$ cat config.mk
export PLATFORM = sky130hd
export DESIGN_NAME = differential_drive_encoder_trim
export DESIGN_NICKNAME = d
export VERILOG_FILES = /design/src/hw/rtl/ddet_pkg.sv /design/src/hw/rtl/ddet_in_stage.sv /design/src/hw/rtl/ddet_core.sv /design/src/hw/rtl/differential_drive_encoder_trim.sv
export SDC_FILE = /design/constraint.sdc
export NUM_CORES = 1
export LEC_CHECK = 0
export ABC_AREA = 1
export ABC_CLOCK_PERIOD_IN_PS = 8800
export BUFFER_PORTS_ARGS = -buffer_cell sky130_fd_sc_hd__buf_2
export CAP_MARGIN = 20
export CORE_AREA = 2 2 158 113
export CTS_CLUSTER_SIZE = 14
export DETAILED_ROUTE_END_ITERATION = 7
export DIE_AREA = 0 0 160 115
export PLACE_DENSITY_LB_ADDON = 0.25
export SYNTH_ARGS = -nofsm -noshare
export SYNTH_HDL_FRONTEND = slang
export SYNTH_SLANG_ARGS = --single-unit
$ cat constraint.sdc
create_clock -name clk -period 8.8 [get_ports clk]
set_input_delay 1.76 -clock clk [delete_from_list [all_inputs] [get_ports clk]]
set_output_delay 1.76 -clock clk [all_outputs]
set_load 0.05 [all_outputs]
$ cat src/hw/rtl/ddet_pkg.sv
// Shared types, codes and constants of the differential drive controller.
package ddet_pkg;

  // Event timing, in ticks, and the width of the encoder pulse counters.
  localparam int unsigned SAMPLE_TICKS  = 5;
  localparam int unsigned CONTROL_TICKS = 10;
  localparam int unsigned COUNT_BITS    = 16;

  localparam int unsigned PHASE_W = 4;
  localparam int unsigned DUTY_W  = 16;
  localparam int unsigned SPEED_W = 16;
  localparam int unsigned TRIM_W  = 8;

  localparam logic [TRIM_W-1:0] TRIM_STEP_RESET = 8'd5;

  // Operation codes of an input transaction.
  typedef enum logic [2:0] {
    OP_TICK        = 3'd0,
    OP_LEFT_PULSE  = 3'd1,
    OP_RIGHT_PULSE = 3'd2,
    OP_SET_MODE    = 3'd3,
    OP_SET_DUTY    = 3'd4
  } op_t;

  // Drive modes, applied at each control tick.
  typedef enum logic [2:0] {
    MODE_IDLE  = 3'd0,
    MODE_RUN   = 3'd1,
    MODE_BACK  = 3'd2,
    MODE_LEFT  = 3'd3,
    MODE_RIGHT = 3'd4,
    MODE_ON    = 3'd5,
    MODE_OFF   = 3'd6,
    MODE_STOP  = 3'd7
  } mode_t;

  // Bridge pin patterns: bit 0 left A, bit 1 left B, bit 2 right A, bit 3 right B.
  localparam logic [3:0] PINS_RUN   = 4'b0101;
  localparam logic [3:0] PINS_BACK  = 4'b1010;
  localparam logic [3:0] PINS_LEFT  = 4'b1001;
  localparam logic [3:0] PINS_RIGHT = 4'b0110;
  localparam logic [3:0] PINS_ALL   = 4'b1111;
  localparam logic [3:0] PINS_NONE  = 4'b0000;

  typedef struct packed {
    logic [2:0]        operation;
    logic [2:0]        new_mode;
    logic [DUTY_W-1:0] new_left_duty;
    logic [DUTY_W-1:0] new_right_duty;
  } in_item_t;

  typedef struct packed {
    logic               left_in_a;
    logic               left_in_b;
    logic               right_in_a;
    logic               right_in_b;
    logic [DUTY_W-1:0]  left_duty;
    logic [DUTY_W-1:0]  right_duty;
    logic               drive_enabled;
    logic [SPEED_W-1:0] left_speed;
    logic [SPEED_W-1:0] right_speed;
  } out_item_t;

  // One bit per phase value; a bit is set where the phase is a multiple of the period.
  function automatic logic [2**PHASE_W-1:0] hit_mask(input int unsigned period);
    logic [2**PHASE_W-1:0] mask;
    int unsigned k;
    mask = '0;
    for (k = 0; k < 2**PHASE_W; k = k + period) begin
      mask[k] = 1'b1;
    end
    return mask;
  endfunction

  localparam logic [2**PHASE_W-1:0] SAMPLE_HIT  = hit_mask(SAMPLE_TICKS);
  localparam logic [2**PHASE_W-1:0] CONTROL_HIT = hit_mask(CONTROL_TICKS);

  // Clamp a pulse count to the speed width.
  function automatic logic [SPEED_W-1:0] sat_speed(input logic [COUNT_BITS-1:0] count);
    logic [31:0] wide;
    wide = 32'(count);
    return (wide > 32'h0000_FFFF) ? {SPEED_W{1'b1}} : wide[SPEED_W-1:0];
  endfunction

endpackage

$ cat src/hw/rtl/ddet_in_stage.sv
// Input register of the drive controller: holds one transaction until the core takes it.
module ddet_in_stage
  import ddet_pkg::*;
(
  input  logic     clk,
  input  logic     rst,
  input  logic     in_valid,
  output logic     in_stall,
  input  in_item_t in_item,
  output logic     item_valid,
  output in_item_t item,
  input  logic     advance
);

  logic load;

  // A new transaction is taken when the register is empty or being emptied.
  assign load     = !item_valid || advance;
  assign in_stall = !load;

  always_ff @(posedge clk) begin
    if (rst) begin
      item_valid <= 1'b0;
    end else if (load) begin
      item_valid <= in_valid;
    end
  end

  // Payload needs no reset.
  always_ff @(posedge clk) begin
    if (load && in_valid) begin
      item <= in_item;
    end
  end

endmodule

$ cat src/hw/rtl/ddet_core.sv
// Controller state and result register: applies one held transaction per cycle while the result is not stalled.
module ddet_core
  import ddet_pkg::*;
(
  input  logic              clk,
  input  logic              rst,
  input  logic              item_valid,
  input  in_item_t          item,
  output logic              advance,
  input  logic [TRIM_W-1:0] trim_step,
  output logic              out_valid,
  input  logic              out_stall,
  output out_item_t         out_item
);

  logic [PHASE_W-1:0]    tick_phase, tick_phase_next;
  logic [COUNT_BITS-1:0] left_count, left_count_next;
  logic [COUNT_BITS-1:0] right_count, right_count_next;
  logic [SPEED_W-1:0]    left_speed, left_speed_next;
  logic [SPEED_W-1:0]    right_speed, right_speed_next;
  mode_t                 drive_mode, drive_mode_next;
  logic [DUTY_W-1:0]     left_setting, left_setting_next;
  logic [DUTY_W-1:0]     right_setting, right_setting_next;
  logic [3:0]            bridge_pins, bridge_pins_next;
  logic [DUTY_W-1:0]     left_duty, left_duty_next;
  logic [DUTY_W-1:0]     right_duty, right_duty_next;
  logic                  running, running_next;

  logic [PHASE_W-1:0]    phase_inc;
  logic [SPEED_W:0]      speed_sum;
  logic [SPEED_W-1:0]    speed_mid;
  logic [DUTY_W-1:0]     trimmed;

  // The result register is free when empty or when its transaction leaves now.
  assign advance = item_valid && (!out_valid || !out_stall);

  // Next state for the held transaction.
  always_comb begin
    tick_phase_next    = tick_phase;
    left_count_next    = left_count;
    right_count_next   = right_count;
    left_speed_next    = left_speed;
    right_speed_next   = right_speed;
    drive_mode_next    = drive_mode;
    left_setting_next  = left_setting;
    right_setting_next = right_setting;
    bridge_pins_next   = bridge_pins;
    left_duty_next     = left_duty;
    right_duty_next    = right_duty;
    running_next       = running;
    phase_inc          = tick_phase + 1'b1;
    speed_sum          = '0;
    speed_mid          = '0;
    trimmed            = left_setting;

    case (item.operation)
      OP_TICK: begin
        tick_phase_next = phase_inc;
        // Sample period: latch speeds and restart the counters.
        if (SAMPLE_HIT[phase_inc]) begin
          left_speed_next  = sat_speed(left_count);
          right_speed_next = sat_speed(right_count);
          left_count_next  = '0;
          right_count_next = '0;
        end
        // Trim toward the floored average of the latched speeds, including any latched on this tick.
        speed_sum = {1'b0, left_speed_next} + {1'b0, right_speed_next};
        speed_mid = speed_sum[SPEED_W:1];
        if (left_speed_next > speed_mid) begin
          trimmed = left_setting - DUTY_W'(trim_step);
        end else if (left_speed_next < speed_mid) begin
          trimmed = left_setting + DUTY_W'(trim_step);
        end
        // Control period: the current mode acts on the outputs.
        if (CONTROL_HIT[phase_inc]) begin
          tick_phase_next = '0;
          unique case (drive_mode)
            MODE_IDLE: begin
            end
            MODE_RUN, MODE_BACK: begin
              left_setting_next = trimmed;
              bridge_pins_next  = (drive_mode == MODE_RUN) ? PINS_RUN : PINS_BACK;
              left_duty_next    = trimmed;
              right_duty_next   = right_setting;
            end
            MODE_LEFT, MODE_RIGHT: begin
              bridge_pins_next = (drive_mode == MODE_LEFT) ? PINS_LEFT : PINS_RIGHT;
              left_duty_next   = left_setting;
              right_duty_next  = right_setting;
            end
            MODE_ON, MODE_OFF, MODE_STOP: begin
              bridge_pins_next   = (drive_mode == MODE_ON) ? PINS_ALL : PINS_NONE;
              left_duty_next     = '0;
              right_duty_next    = '0;
              left_setting_next  = '0;
              right_setting_next = '0;
              if (drive_mode == MODE_ON) begin
                running_next = 1'b1;
              end else if (drive_mode == MODE_OFF) begin
                running_next = 1'b0;
              end else begin
                left_speed_next  = '0;
                right_speed_next = '0;
              end
            end
            default: begin
            end
          endcase
        end
      end
      OP_LEFT_PULSE: begin
        if (left_count != {COUNT_BITS{1'b1}}) begin
          left_count_next = left_count + 1'b1;
        end
      end
      OP_RIGHT_PULSE: begin
        if (right_count != {COUNT_BITS{1'b1}}) begin
          right_count_next = right_count + 1'b1;
        end
      end
      OP_SET_MODE: begin
        drive_mode_next = mode_t'(item.new_mode);
      end
      OP_SET_DUTY: begin
        left_setting_next  = item.new_left_duty;
        right_setting_next = item.new_right_duty;
      end
      default: begin
      end
    endcase
  end

  // State registers; the visible part of them forms the result register.
  always_ff @(posedge clk) begin
    if (rst) begin
      out_valid     <= 1'b0;
      tick_phase    <= '0;
      left_count    <= '0;
      right_count   <= '0;
      left_speed    <= '0;
      right_speed   <= '0;
      drive_mode    <= MODE_IDLE;
      left_setting  <= '0;
      right_setting <= '0;
      bridge_pins   <= '0;
      left_duty     <= '0;
      right_duty    <= '0;
      running       <= 1'b0;
    end else if (advance) begin
      out_valid     <= 1'b1;
      tick_phase    <= tick_phase_next;
      left_count    <= left_count_next;
      right_count   <= right_count_next;
      left_speed    <= left_speed_next;
      right_speed   <= right_speed_next;
      drive_mode    <= drive_mode_next;
      left_setting  <= left_setting_next;
      right_setting <= right_setting_next;
      bridge_pins   <= bridge_pins_next;
      left_duty     <= left_duty_next;
      right_duty    <= right_duty_next;
      running       <= running_next;
    end else if (!out_stall) begin
      out_valid <= 1'b0;
    end
  end

  // Result fields come straight from the state, which only moves on an advance.
  always_comb begin
    out_item.left_in_a     = bridge_pins[0];
    out_item.left_in_b     = bridge_pins[1];
    out_item.right_in_a    = bridge_pins[2];
    out_item.right_in_b    = bridge_pins[3];
    out_item.left_duty     = left_duty;
    out_item.right_duty    = right_duty;
    out_item.drive_enabled = running;
    out_item.left_speed    = left_speed;
    out_item.right_speed   = right_speed;
  end

`ifndef SYNTHESIS
  // The tick phase always restarts before reaching the control period.
  a_phase_range: assert property (@(posedge clk) disable iff (rst)
    tick_phase < PHASE_W'(CONTROL_TICKS))
    else $error("tick phase beyond control period");

  // Only a tick transaction moves the tick phase.
  a_phase_on_tick: assert property (@(posedge clk) disable iff (rst)
    (advance && item.operation != OP_TICK) |=> $stable(tick_phase))
    else $error("tick phase moved without a tick");

  // The enable flag changes only when a tick transaction is applied.
  a_enable_on_tick: assert property (@(posedge clk) disable iff (rst)
    !(advance && item.operation == OP_TICK) |=> $stable(running))
    else $error("drive enable changed outside a control tick");

  // A left pulse never lowers the left count.
  a_left_count_up: assert property (@(posedge clk) disable iff (rst)
    (advance && item.operation == OP_LEFT_PULSE) |=> left_count >= $past(left_count))
    else $error("left pulse count went down on a pulse");
`endif

endmodule

$ cat src/hw/rtl/differential_drive_encoder_trim.sv
// Top level of the two-wheel drive controller with encoder speed trim.
//
// Usage:
//   The input channel (in_valid, in_stall, in_item) carries one event per
//   transaction: a tick, a left or right encoder pulse, a mode command or a
//   duty command. The output channel (out_valid, out_stall, out_item) returns
//   exactly one transaction per input event, showing the bridge pins, duties,
//   enable flag and latched speeds after that event is applied.
//   The trim step register is written through cfg_we and cfg_data; it resets
//   to 5. The user must write it only while the block is idle (not enforced).
// Flow and throughput:
//   An event is held in the input register, then applied by the core, whose
//   result register presents its result. One event is taken per cycle while
//   the output is not stalled; the rate is set by the state update in the core.
// Reset:
//   The synchronous reset clears all counters, speeds, duties, pins and the
//   mode (idle), and empties both channel registers.
// Stalling:
//   While out_stall holds a result, the state does not move; the input
//   register takes one more event only if it is empty, after which in_stall rises.
module differential_drive_encoder_trim
  import ddet_pkg::*;
(
  input  logic              clk,
  input  logic              rst,
  input  logic              in_valid,
  output logic              in_stall,
  input  in_item_t          in_item,
  output logic              out_valid,
  input  logic              out_stall,
  output out_item_t         out_item,
  input  logic              cfg_we,
  input  logic [TRIM_W-1:0] cfg_data
);

  logic              item_valid;
  in_item_t          item;
  logic              advance;
  logic [TRIM_W-1:0] trim_step;

  // Trim step configuration register.
  always_ff @(posedge clk) begin
    if (rst) begin
      trim_step <= TRIM_STEP_RESET;
    end else if (cfg_we) begin
      trim_step <= cfg_data;
    end
  end

  ddet_in_stage u_in_stage (
    .clk        (clk),
    .rst        (rst),
    .in_valid   (in_valid),
    .in_stall   (in_stall),
    .in_item    (in_item),
    .item_valid (item_valid),
    .item       (item),
    .advance    (advance)
  );

  ddet_core u_core (
    .clk        (clk),
    .rst        (rst),
    .item_valid (item_valid),
    .item       (item),
    .advance    (advance),
    .trim_step  (trim_step),
    .out_valid  (out_valid),
    .out_stall  (out_stall),
    .out_item   (out_item)
  );

endmodule
==> impl_metrics.csv, run 1 <==
group,metric,value,unit
run_status,status,"finished, final reports clean",
power,total_power,1.87,mW
layout,diodes,0,
layout,stdcell_count,1810,
worst_setup_path,r2r_slack,2.35,ns
sta,tightest_slew,1.03,ns
placed_design,portBuffers,121,
synthesis,synthAdderAreaFrac,6.57,%
synthesis,synth_top_area_share,28.2,%
power,total_leakage_power,5.15,nW
clock_network,clock_sinks,188,
synthesis,syn-num-nets,1579,
job,cap_violations,0,
clock_network,root_buffer,"clkbuf_16",
sta,slew_violations,0,
worst_setup_path,worst-path-max-fanout,55,
sta,finalCritPeriodShare,73.3,%
sta,hold_viol,0,
layout,fin_nets,1671,
synthesis,synth_compound_area_share,16.0,%
synthesis,synth_area_leaders,"dfxtp_1, nand2_1, edfxtp_1",
worst_setup_path,critPathMaxStageDelay,0.84,ns
worst_setup_path,critPathRequiredTime,9.18,ns
layout,regArea,4140,um^2
global_route,grt_pass1_wl,49300,um
global_route,overflow,0,
synthesis,synth_xor_area_share,3.05,%
synthesis,ys_ff_latch,188,
synthesis,synth_cell_type_count,43,
synthesis,synthArstFlopShare,0,%
worst_setup_path,r2r-end,"u_core.left_setting[10]",
layout,utilization,71.0,%
power,ir_drop,0.127,mV
global_route,grt_max_degree,82,
clock_network,cts_buffers,17,
synthesis,muxShareOfSynthArea,0,%
synthesis,postSynthAreaPerCell,7.21,um^2
synthesis,syn_inst,1474,
worst_setup_path,startpoint_type,"flip-flop",
worst_setup_path,arrival,6.82,ns
sta,finalSetupTns,0,ns
layout,drive_above_1_share,12.6,%
worst_setup_path,worstSetupPathType,"flip-flop to flip-flop",
die,num_rows,40,
sta,skew,0.0154,ns
sta,setup_violations,0,
worst_setup_path,rr_startpoint,"u_core.tick_phase[0]",
clock_network,cts_setup_buffers,0,
worst_hold_path,min_to,"u_core.right_duty[13]",
synthesis,synth_common_cells,"nand2_1, a21oi_1, dfxtp_1",
worst_setup_path,end_kind,"flip-flop",
synthesis,synth_area,10600,um^2
placed_design,hpwl,22000,um
die,dieHeight,115,um
worst_setup_path,worstRegToRegCells,28,
detailed_routing,drt_pass1_iterations,6,
placed_design,postPlaceCellArea,11400,um^2
worst_hold_path,hold_path.class,"flip-flop to flip-flop",
detailed_routing,routed_wl,30300,um
synthesis,ys_seq_area_share,39.0,%
synthesis,synth_top_area_cell,"dfxtp_1",
synthesis,synthSimpleGateAreaFrac,28.0,%
placed_design,dpl.cell_count,1778,
sta,fin_hold_ws,0.470,ns
detailed_routing,drtIter0Drc,1444,
clock_network,cts_htree_levels,4,
power,power.density,156,nW/um^2
clock_network,cts_tree,"built",
layout,fill_cells,1414,
clock_network,path_clk_slew,0.09,ns
detailed_routing,wl_per_cell,16.7,um
sta,timing.fmax,155,MHz
clock_network,clk_path_buf_depth,2,
sta,timing.final.ws_setup,2.35,ns
synthesis,ys_warn_count,0,
die,initial_core_util,62.9,%
sta,rsz0062_at_grt,"false",
worst_setup_path,cp_slowest_cell,"nor2_1",
worst_hold_path,hold_start,"u_core.right_duty[13]",
layout,syn_to_final_growth,13.0,%
synthesis,synthFlopType,"dfxtp_1",
clock_network,post_cts.resized_instances,0,
worst_hold_path,whs_path_depth,2,
layout,multiInputGateArea,5710,um^2
synthesis,synth_edf_count,38,
layout,stdcell_area,12000,um^2
clock_network,postCtsHoldBufs,0,
global_route,grt_usage,33.6,%
detailed_routing,detail-route-antenna-nets,0,
global_route,grt_pass1_vias,9497,
die,core,16900,um^2
die,ioPinCount,122,
synthesis,synth_top_family_by_area,"simple AND/OR/NAND/NOR gates",
sta,fin_crit,6.45,ns
die,dieArea,18400,um^2
die,die_width,160,um
synthesis,post-synth-top-count-cell,"nand2_1",
detailed_routing,vias,10400,
sta,relSlewSlack,31.0,%
clock_network,clk_latency,0.45,ns
global_route,antenna_found_initial,0,
worst_setup_path,path_common_cell,"nand2_1",
placed_design,gp_congestion,0.962,
detailed_routing,drc_errors,0,
placed_design,dpl_worst_slack,2.55,ns
detailed_routing,viasPerCell,5.75,
## layout by cell type (no fill, tap or decap), types with 38 or more instances in the layout
cell type and count:
edfxtp_1 38, nor2_1 91, ha_1 51, nand3_1 79
inv_1 134, o21ai_0 89, a21oi_1 198, nand2_1 385
dfxtp_1 150, buf_2 121
## final cells by class
cell class | instances | share of cell area [%]
multi-input combinational | 1088 | 47.5
sequential | 188 | 34.5
timing repair buffer | 133 | 5.79
inverter | 138 | 4.31
clock buffer | 17 | 3.54
tap | 231 | 2.41
clock inverter | 15 | 1.95
## power by group
part	total (mW)	leakage (nW)	internal, mW	switching (mW)
registers	0.908	1.58	0.896	0.0124
clock network	0.845	0.317	0.408	0.438
logic	0.117	3.25	0.0384	0.0786
total	1.87	5.15	1.34	0.529
## flip-flops by register name, summed over array words and instances (netlist names)
register               count
u_core.left_speed         16
u_core.right_speed        16
u_in_stage.item           38
u_core.right_duty         16
u_in_stage.item_valid      1
u_core.left_setting       16
u_core.drive_mode          3
u_core.tick_phase          4
u_core.running             1
u_core.right_count        16
u_core.left_duty          16
u_core.right_setting      16
u_core.out_valid           1
u_core.left_count         16
u_core.bridge_pins         4
trim_step                  8
## routing by layer
layer  wire length (um)  vias up  global-route usage, %  share of wire (%)
li1                   -     5092                      -                  -
met1              14300     4730                   51.0                 47
met2              12400      540                   48.8                 41
met3               3120       49                   7.25                 10
met4                543        0                   7.75                1.8
met5                  0        -                      0                  0
## critical path, delay by kind of cell, from the launching register on
kind,cells,cell delay [ns]
compound gates,7,1.59
buf+inv,3,0.46
simple gates,14,2.59
fa+ha+maj,4,1.32
flops,1,0.40
## cells by family (layout without fill, tap and decap cells)
logic type | after synthesis | after routing
AOI/OAI and AO/OA | 324 | 324
buffers and inverters | 198 | 303
adders and majority gates | 54 | 54
DFF | 188 | 188
xor gates and xnor gates | 37 | 37
and+or+nand+nor | 673 | 673
## worst max path at each step
stage	cells after the start	slack, ns	from	to
5_1_grt	28	1.67	u_core.tick_phase[0]	u_core.left_setting[10]
3_3_place_gp	27	2.76	u_core.tick_phase[0]	u_core.left_setting[10]
3_5_place_dp	27	2.55	u_core.tick_phase[0]	u_core.left_duty[10]
4_1_cts	28	2.41	u_core.tick_phase[0]	u_core.left_duty[10]
6_report	28	2.35	u_core.tick_phase[0]	u_core.left_setting[10]
2_1_floorplan	31	3.76	u_core.tick_phase[0]	u_core.left_duty[11]
No activity file was read; power rests on OpenSTA's default activity.
==> run 2, diff against run 1 <==
Settings changed: ABC_CLOCK_PERIOD_IN_PS 8800 to 5800, CORE_AREA 2 2 158 113 to 2 2 171 123, DIE_AREA 0 0 160 115 to 0 0 173 125.
Clock period 8.8 ns to 5.8 ns, I/O delays scaled along.
==> run 2 against run 1 <==
Against the previous run:
- final area up 1.0%
- non-clock buffer count increased by 8
- sequential power grew 52%
- clock power grew 51%
- core utilization down 11 points
==> impl_metrics.csv, run 2 (synthesized netlist as in run 1, its figures left out) <==
group,metric,value,unit
worst_setup_path,worstSetupPathType,"flip-flop to flip-flop",
placed_design,dpl_worst_slack,0.351,ns
detailed_routing,viasPerCell,5.54,
layout,mostFrequentLayoutCell,"nand2_1",
clock_network,cts_htree_levels,4,
worst_setup_path,path_common_cell,"nand2_1",
detailed_routing,wl_met1,14800,um
sta,finalCritPeriodShare,89.8,%
clock_network,cts_tree,"built",
worst_setup_path,critPathMaxStageDelay,0.41,ns
detailed_routing,routed_wl,30000,um
layout,fin_nets,1679,
power,total_leakage_power,5.19,nW
global_route,grt_usage,27.6,%
clock_network,clk_path_buf_depth,2,
sta,rsz0062_at_grt,"false",
layout,fill_cells,1876,
clock_network,cts_buffers,17,
detailed_routing,wl_per_cell,16.1,um
detailed_routing,drtIter0Drc,1219,
die,initial_core_util,52.8,%
detailed_routing,wl_met2,12300,um
sta,relSlewSlack,37.3,%
detailed_routing,drc_errors,0,
detailed_routing,routed-wl-met3,2410,um
layout,stdcell_count,1863,
sta,skew,0.0164,ns
global_route,grt_pass1_wl,48100,um
clock_network,root_buffer,"clkbuf_16",
layout,diodes,0,
sta,tightest_slew,0.940,ns
worst_setup_path,worst-path-max-fanout,46,
sta,timing.final.ws_setup,0.594,ns
worst_setup_path,cp_slowest_cell,"dfxtp_1",
detailed_routing,detail-route-antenna-nets,0,
placed_design,dpl.cell_count,1829,
sta,fin_hold_ws,0.464,ns
die,dieArea,21600,um^2
power,power.density,234,nW/um^2
clock_network,path_clk_slew,0.09,ns
placed_design,portBuffers,121,
job,cap_violations,0,
detailed_routing,vias,10300,
die,core,20100,um^2
worst_setup_path,end_kind,"flip-flop",
sta,setup_violations,0,
sta,hold_viol,0,
worst_setup_path,arrival,5.53,ns
global_route,antenna_found_initial,0,
detailed_routing,top_layer_used,"met4",
die,ioPinCount,122,
sta,slew_violations,0,
sta,fin_crit,5.21,ns
run_status,status,"finished, final reports clean",
placed_design,gp_congestion,0.939,
die,num_rows,44,
layout,syn_to_final_growth,14.1,%
placed_design,hpwl,21500,um
die,dieHeight,125,um
sta,timing.fmax,192,MHz
detailed_routing,drt_pass1_iterations,8,
layout,regMostFlops,"u_in_stage.item",
global_route,grt_pass1_vias,9229,
worst_hold_path,hold_path.class,"flip-flop to flip-flop",
sta,finalSetupTns,0,ns
layout,final_cell_mix,"nand2_1, a21oi_1, dfxtp_1, inv_1, buf_2",
power,ir_drop,0.219,mV
worst_setup_path,critPathRequiredTime,6.12,ns
clock_network,clk_latency,0.45,ns
global_route,overflow,0,
worst_setup_path,startpoint_type,"flip-flop",
clock_network,clock_sinks,188,
layout,drive_above_1_share,13.0,%
die,die_width,173,um
layout,largest_reg_flops,38,
global_route,grt_max_degree,82,
[run 2: cell count changes in the layout (fill, tap and decap cells not counted)]
| cell | change |
|---|---|
| inv_16 | -1 |
| nand2_4 | -1 |
| buf_4 | +8 |
| a2111oi_0 | -1 |
| nand2_8 | +1 |
| a2111oi_1 | +1 |
| inv_12 | +1 |
[run 2: worst max-delay path: cells and delay by family (launching register included)]
family                     cells  cell delay (ns)
and+or+nand+nor               16             1.93
DFF                            1             0.41
buffers and inverters          4             0.47
AOI/OAI and AO/OA              5             1.01
adders and majority gates      4             1.26
[run 2: worst paths after layout]
kind,endpoint,start,depth (start not counted),slack [ns]
max,u_core.left_setting[10],u_core.tick_phase[0],29,0.59
min,u_core.right_duty[5],u_core.right_duty[5],2,0.46
max reg2reg,u_core.left_setting[10],u_core.tick_phase[0],29,0.59
min reg2reg,u_core.right_duty[5],u_core.right_duty[5],2,0.46
[run 2: cell type report]
class / instances / area, um^2 / share of cell area (%)
Sequential cell: 188 / 4140 / 34.1
Inverter: 138 / 518 / 4.27
Tap cell: 276 / 345 / 2.85
Multi-Input combinational cell: 1088 / 5720 / 47.1
Timing Repair Buffer: 141 / 756 / 6.23
Clock inverter: 15 / 230 / 1.90
Clock buffer: 17 / 425 / 3.50
[run 2: timing repair]
action	in CTS	in global routing
gates resized for setup	0	2
hold buffers	0	0
setup endpoints to repair	0	32
buffers inserted	0	2
[run 2: per-stage QoR]
step | cell area [um^2] | util (%) | power, mW
2_1_floorplan | 10600 | - | 1.52
3_3_place_gp | 11500 | 56.9 | 1.58
3_5_place_dp | 11500 | 56.9 | 1.58
4_1_cts | 12100 | 60.1 | 2.85
5_1_grt | 12100 | 60.2 | 2.93
6_report | 12100 | 60.2 | 2.83
[run 2: power by group]
part | total, mW | switching (mW) | internal, mW | leakage (nW)
Sequential | 1.38 | 0.0179 | 1.36 | 1.58
Clock | 1.28 | 0.662 | 0.616 | 0.314
Combinational | 0.179 | 0.120 | 0.0587 | 3.29
Total | 2.83 | 0.800 | 2.03 | 5.19
[run 2: layer usage]
metal	global-route usage [%]	up-vias
met5	0	-
met2	38.0	426
met4	8.13	0
met3	4.05	34
met1	43.9	4745
li1	-	5125
